**config.mk**
```make
export PLATFORM = sky130hd
export DESIGN_NAME = psrf_ram
export DESIGN_NICKNAME = d
export VERILOG_FILES = /design/src/hdl/priority_shape_region_fill_macros.svh /design/src/hdl/psrf_ram.sv
export SDC_FILE = /design/constraint.sdc
export NUM_CORES = 1
export LEC_CHECK = 0
export BUFFER_PORTS_ARGS = -buffer_cell sky130_fd_sc_hd__buf_2
export CAP_MARGIN = 0
export CORE_MARGIN = 2
export CORE_UTILIZATION = 60
export DETAILED_ROUTE_END_ITERATION = 16
export PLACE_DENSITY_LB_ADDON = 0.3
export SYNTH_ARGS = -nofsm -noshare
export SYNTH_HDL_FRONTEND = slang
export SYNTH_SLANG_ARGS = --single-unit
export TNS_END_PERCENT = 5
```
**constraint.sdc**
```tcl
create_clock -name clk -period 2.58 [get_ports clk]
set_input_delay 0.516 -clock clk [delete_from_list [all_inputs] [get_ports clk]]
set_output_delay 0.516 -clock clk [all_outputs]
set_load 0.05 [all_outputs]
```
**src/hdl/priority_shape_region_fill_macros.svh**
```systemverilog
// ----------------------------------------------------------------------------
// Assertion macros for the shape region fill block
// Concurrent checks on a clock with a synchronous active-low reset.
// ----------------------------------------------------------------------------
`ifndef PRIORITY_SHAPE_REGION_FILL_MACROS_SVH
`define PRIORITY_SHAPE_REGION_FILL_MACROS_SVH

`ifndef SYNTHESIS

// Same-cycle implication
`define PSRF_ASSERT_IMP(label, clk, rst_n, ante, cons) \
  label: assert property (@(posedge clk) disable iff (!rst_n) (ante) |-> (cons)) \
    else $error("psrf check failed");

// Next-cycle implication
`define PSRF_ASSERT_NXT(label, clk, rst_n, ante, cons) \
  label: assert property (@(posedge clk) disable iff (!rst_n) (ante) |=> (cons)) \
    else $error("psrf check failed");

`else

`define PSRF_ASSERT_IMP(label, clk, rst_n, ante, cons)
`define PSRF_ASSERT_NXT(label, clk, rst_n, ante, cons)

`endif

`endif

```
**src/hdl/psrf_ram.sv**
```systemverilog
// ----------------------------------------------------------------------------
// psrf_ram
// Simple dual-port RAM, one write port, one read port, registered read.
// ----------------------------------------------------------------------------
module psrf_ram #(
  parameter int WIDTH = 8,
  parameter int DEPTH = 16,
  parameter int AW    = (DEPTH > 1) ? $clog2(DEPTH) : 1
) (
  input  logic             clk,
  input  logic             we,
  input  logic [AW-1:0]    waddr,
  input  logic [WIDTH-1:0] wdata,
  input  logic             re,
  input  logic [AW-1:0]    raddr,
  output logic [WIDTH-1:0] rdata
);

  logic [WIDTH-1:0] mem_r [DEPTH];
  logic [WIDTH-1:0] rdata_r;

  always_ff @(posedge clk) begin
    if (we) begin
      mem_r[waddr] <= wdata;
    end
    if (re) begin
      rdata_r <= mem_r[raddr];
    end
  end

  assign rdata = rdata_r;

endmodule

```
==> results of run 1 <==
==> report_power, final <==
group / internal (mW) / leakage (nW) / switching (mW) / total [mW]
logic: 0.0963 / 0.578 / 0.163 / 0.259
clock network: 1.44 / 0.268 / 0.834 / 2.28
registers: 2.49 / 1.24 / 0.0157 / 2.51
==> per-layer routing <==
layer	up-vias	track usage	wire length [microns]
li1	1087	-	-
met1	1299	0.335	4130
met2	113	0.356	5120
met3	17	0.0763	773
met4	0	0.0791	201
met5	-	0	0
==> worst max path at each step <==
stage                         from  depth (start not counted)     endpoint
after floorplan           waddr[2]                          2  mem_r[0][0]
after global placement    raddr[0]                          5     rdata[5]
after detailed placement  raddr[0]                          5     rdata[5]
after CTS                 rdata[6]                          1     rdata[6]
after global routing      rdata[6]                          1     rdata[6]
final                     rdata[6]                          1     rdata[6]
==> synth_stat cells (all sizes together) <==
cell type,n,area share
clkdlybuf4s25,3,0.0057
nor2b,1,0.0012
nor3,4,0.0038
nand3b,2,0.0029
and2b,1,0.0014
and2,1,0.0012
nand2,9,0.0065
or3b,1,0.0017
nor2,13,0.0093
edfxtp,136,0.78
mux4,32,0.15
nand3,1,0.00096
buf,7,0.011
nand2b,2,0.0024
a22oi,16,0.023
==> final cells by class <==
type | instances | area, sq um | share of cell area
clock buffer | 19 | 422 | 0.0689
clock inverter | 11 | 133 | 0.0217
multi-input combinational | 83 | 1060 | 0.173
sequential | 136 | 4080 | 0.667
tap | 108 | 135 | 0.0221
timing repair buffer | 44 | 290 | 0.0474
==> logic make-up after synthesis <==
| family | synth area share |
|---|---|
| DFF | 0.781 |
| muxes | 0.148 |
| buffers and inverters | 0.0165 |
| and+or+nand+nor | 0.0314 |
| AOI/OAI and AO/OA | 0.0230 |
==> registers in the layout (all words and copies together) (netlist names) <==
signal and flops:
rdata 8, mem_r 128
==> layout by cell type (no fill, tap or decap), drive strengths merged <==
cell / Yosys / final
edfxtp: 136 / 136
buf: 7 / 44
mux4: 32 / 32
clkbuf: 0 / 19
a22oi: 16 / 16
nor2: 13 / 13
nand2: 9 / 9
clkinv: 0 / 6
nor3: 4 / 4
bufinv: 0 / 3
nand3b: 2 / 2
nand2b: 2 / 2
clkinvlp: 0 / 2
nor2b: 1 / 1
and2: 1 / 1
and2b: 1 / 1
nand3: 1 / 1
or3b: 1 / 1
==> worst register-to-register path, stage by stage (launching register included) <==
cell and delay [ps]:
edfxtp_1 390, mux4_1 510, a22oi_1 310, nand2_1 80
==> per-stage QoR <==
stage	instance area (sq um)	utilization
finish	6120	0.712
global route	6120	0.712
CTS	6120	0.712
detailed placement	5570	0.648
global placement	5570	0.648
floorplan	5230	-
==> run metrics, run 1 <==
status complete, no violations; die area 0.00948 sq mm; cts hold-fix bufs 0; Max stage delay on crit path 410 ps; slowest CP cell edfxtp_1; Synth warnings 0; FF+latch count, synth 136; crit path time final 1730 ps; register area share after synthesis 0.781; Crit. End Element output port; Final Hold Viols 0; WP data required 2060 ps; Inst Count DP 371; worst slack, placed 420 ps; insertion delay to the later sink of the worst-skew pair 520 ps; setup repair after global routing missed its margin false; Avg Inst Size Synth 22.8 sq um; Core Region 0.00859 sq mm; share of cells above drive strength 1 0.304; Final setup viols 0; post-synth design cell area 0.00523 sq mm; non-filler cells, final 401; R2R Path Start mem_r[11][5]; FP Rows 34; quantity of I/O buffers inserted on ports 26; clock transition at the registers of the reported paths 60 ps; Hold EP rdata[6]; Max-slew headroom 0.476; worst reg2reg endpoint rdata[5]; overall routing resource usage 0.236; Worst Skew 10.0 ps; Worst EP arrival 1220 ps; syn_nets 248; CP max FO 1; fillers 499; num ports 27; max cap viols 0; n_diodes 0; ANT nets after route 0; grt total ovfl 0; HP Start re; HP Class input port to flip-flop; Via density 6.27; crit share post-route 0.672; setup_tns 0 ps; VDD IR max 0.646 mV; detailed placement HPWL 6110 microns; initial antenna violation count 0; NumNets Final 301; Leakage 2.08 nW; Post-CTS Resized 0; drt wl/cell 25.5 microns; DR pass1 iterations 4; clock root buffer clkbuf_8; P&R area growth vs syn 17.1%; Sink Count 136; post-CTS setup buffer count 0; Die Span Y 97.3 microns; critical path, cell by cell buf_2; H-tree depth 4; max frequency 577 MHz; Initial Util 0.608; gpl congestion 0.745; Clock Path Buffers 2; largest net degree at the start of global routing 33; Slew Limit Fails 0; PD cells 824 mW/mm^2; reg2reg setup slack 1040 ps; first-pass GRT wire length 15,600 microns; Detailed Route Iter0 Violations 264; CTS buffer count 17; aggregate routed wire length 10,200 microns; Crit path buffers/inverters 1; CTS tree yes; Top delay family on crit path flip-flops; post-route total power 5.04 mW; Vias 2,516; drt drc 0; Hold Path Depth 1; Tightest Pin Transition 783 ps; Horiz. Die Dim 97.3 microns; worst-case reg-to-reg path depth 3; Distinct cells, synth 18; vias in the first global route 2,542; crit start category flip-flop; Post-Syn Instances 229; Setup CP Type flip-flop to output port; min setup slack post-route 847 ps; Min Hold Slack 377 ps
No activity file was read; power rests on OpenSTA's default activity.
==> run 2: changes to the inputs <==
Settings changed: ABC_AREA set to 1, CORE_UTILIZATION 60 to 55.
Clock period 2.58 ns to 1.55 ns, I/O delays scaled along.
==> run 2 against run 1 <==
  * Core utilization down 5.0 points
  * Hold slack worse by 230 ps
  * Synthesized cell count up 140%
  * First-iteration DRC count up 43%
  * Sequential power up 66%
  * Non-clock buffer count up 8
  * Sequential share of layout area down 7.0 points
  * Critical path depth unchanged
  * Die area up 21%
  * Clock power up 85%
  * Largest power group is now clock
==> run metrics, run 2 <==
status complete, no violations; Final setup viols 0 (unchanged); most frequent cells after synthesis 173 x nand2_1, 136 x edfxtp_1, 100 x inv_1; Detailed Route Iter0 Violations 378 (+43%); Distinct cells, synth 11 (-7); NumNets Final 617 (+100%); crit path time final 1500 ps; die area 0.0115 sq mm (+21%); Vias 3,955 (+57%); most common cell after layout, fill and taps aside nand2_1; drt drc 0 (unchanged); PD cells 1310 mW/mm^2 (+59%); setup repair after global routing missed its margin false; Leakage 2.98 nW (+43%); post-synthesis mux area share 0 (-0.148); DR pass1 iterations 5 (+1); post-route total power 8.96 mW (+78%); P&R area growth vs syn 16.9%; CTS buffer count 17 (unchanged); Via density 5.30 (-16%); reg2reg setup slack 380 ps (-660 ps); grt total ovfl 0 (unchanged); register area share after synthesis 0.698 (-0.0828); worst reg2reg endpoint rdata[4]; Top delay family on crit path flip-flops; H-tree depth 4 (unchanged); Max-slew headroom 0.580 (+0.103); insertion delay to the later sink of the worst-skew pair 530 ps (about the same); top_reg_cell synth edfxtp_1; FF+latch count, synth 136 (unchanged); initial antenna violation count 0 (unchanged); most numerous cell in the Yosys netlist nand2_1; aggregate routed wire length 13,100 microns (+28%); crit start category flip-flop; first-pass GRT wire length 20,400 microns (+31%); clock transition at the registers of the reported paths 60 ps (about the same); critical path, cell by cell buf_2; fillers 774 (+55%); Slew Limit Fails 0 (unchanged); Sink Count 136 (unchanged); post-synth design cell area 0.00585 sq mm (+12%); cts hold-fix bufs 0 (unchanged); ANT nets after route 0 (unchanged); num ports 27 (unchanged); overall routing resource usage 0.248 (+0.0126); gpl congestion 0.898 (+21%); Initial Util 0.566 (-0.0420); Post-Syn Instances 551 (+140%); Crit. End Element output port; Adder-Cell Fraction of Synth Area 0 (unchanged); XOR/XNOR share of the synthesized area 0 (unchanged); Worst EP arrival 1190 ps (-30 ps); largest cells by area after synthesis edfxtp_1 70%, nand2_1 11%, nand3_1 8.3%, inv_1 6.4%, buf_6 1.2%; Horiz. Die Dim 107 microns (+10%); asr flop ratio synth 0 (unchanged); HP Class input port to flip-flop; share of the synthesized area in the top cell type 0.698 (-0.0828); WP data required 1240 ps (-820 ps); Max stage delay on crit path 380 ps (-30 ps); worst-case reg-to-reg path depth 6 (+3); slowest CP cell edfxtp_1; max frequency 665 MHz; Core Region 0.0103 sq mm (+20%); Hold Path Depth 1 (unchanged); Final Hold Viols 0 (unchanged); clock root buffer clkbuf_8; VDD IR max 0.765 mV (+18%); n_diodes 0 (unchanged); Crit path buffers/inverters 1 (unchanged); vias in the first global route 3,923 (+54%); Synth Area in Simple Gates 0.208 (+0.176); largest net degree at the start of global routing 41 (+24%); R2R Path Start mem_r[0][4]; Post-synth EDFFs 136 (unchanged); CP max FO 1 (unchanged); Post-CTS Resized 0 (unchanged); compound-gate portion of the synthesized area 0 (-0.0230); FP Rows 37 (+8.8%); Avg Inst Size Synth 10.6 sq um (-54%); min setup slack post-route 45.6 ps (-801 ps); Clock Path Buffers 2 (unchanged); largest family of logic cells by synthesized area simple AND/OR/NAND/NOR gates; drt wl/cell 17.5 microns (-31%); Worst Skew 6.24 ps (-3.79 ps); CTS tree yes; Hold EP rdata[0]; max cap viols 0 (unchanged); crit share post-route 0.971; Setup CP Type flip-flop to output port; Synth area leader edfxtp_1; worst slack, placed -1.34 ps (-421 ps); most frequent cells in the layout 173 x nand2_1, 136 x edfxtp_1, 100 x inv_1; Synth warnings 0 (unchanged); Tightest Pin Transition 630 ps (-153 ps); detailed placement HPWL 7950 microns (+30%); HP Start re; post-CTS setup buffer count 0 (unchanged); Reg with most FFs mem_r; syn_nets 570 (+130%); max reg flops 128 (unchanged); share of cells above drive strength 1 0.136 (-0.168); Die Span Y 107 microns (+10%); quantity of I/O buffers inserted on ports 26 (unchanged)
run 2: cell count changes after synthesis, moves of 10 or more:
cell / before / now
buf_2: 3 / 13
mux4_1: 14 / 0
nand2_1: 9 / 173
a22oi_1: 16 / 0
nand3_1: 1 / 97
mux4_2: 18 / 0
inv_1: 0 / 100
run 2: per-stage QoR:
stage | instances | util | hold WS, ps | instance area (sq um) | TNS, ps
2_1_floorplan | 551 | - | 409 | 5850 | 0
3_3_place_gp | 715 | 0.602 | 675 | 6210 | 0
3_5_place_dp | 715 | 0.602 | 678 | 6210 | -1.34
4_1_cts | 746 | 0.662 | 125 | 6840 | 0
5_1_grt | 746 | 0.662 | 131 | 6840 | 0
6_report | 746 | 0.662 | 149 | 6840 | 0
run 2: final cells by class:
cell class	instances	area (sq um)	share of cell area
well taps	136	170	0.0249
inverters	102	383	0.0560
flip-flops and latches	136	4080	0.597
clock buffers	19	422	0.0617
repair buffers	52	363	0.0531
clock inverters	12	201	0.0295
multi-input cells	289	1210	0.178
run 2: cells by family after synthesis:
| logic type | after synthesis |
|---|---|
| flip-flops | 136 |
| buffers and inverters | 126 |
| AND/OR/NAND/NOR | 289 |
run 2: how the worst max path moves through the flow:
| stage | startpoint | endpoint | slack, ps | cells past startpoint |
|---|---|---|---|---|
| 2_1_floorplan | waddr[2] | mem_r[10][0] | 290 | 2 |
| 3_3_place_gp | raddr[1] | rdata[6] | 10 | 6 |
| 3_5_place_dp | raddr[1] | rdata[6] | -1 | 6 |
| 4_1_cts | rdata[7] | rdata[7] | 40 | 1 |
| 5_1_grt | rdata[7] | rdata[7] | 20 | 1 |
| 6_report | rdata[1] | rdata[1] | 50 | 1 |
run 2: power breakdown:
part / internal, mW / switching (mW)
registers: 4.14 / 0.0252
logic: 0.158 / 0.415
clock network: 2.76 / 1.45
total: 7.07 / 1.89
run 2: layer usage:
metal | up-vias | routed length (microns) | global-route usage
met2 | 159 | 6530 | 0.407
met1 | 1901 | 5270 | 0.324
met5 | - | 0 | 0
li1 | 1874 | - | -
met4 | 0 | 269 | 0.0909
met3 | 21 | 984 | 0.0590
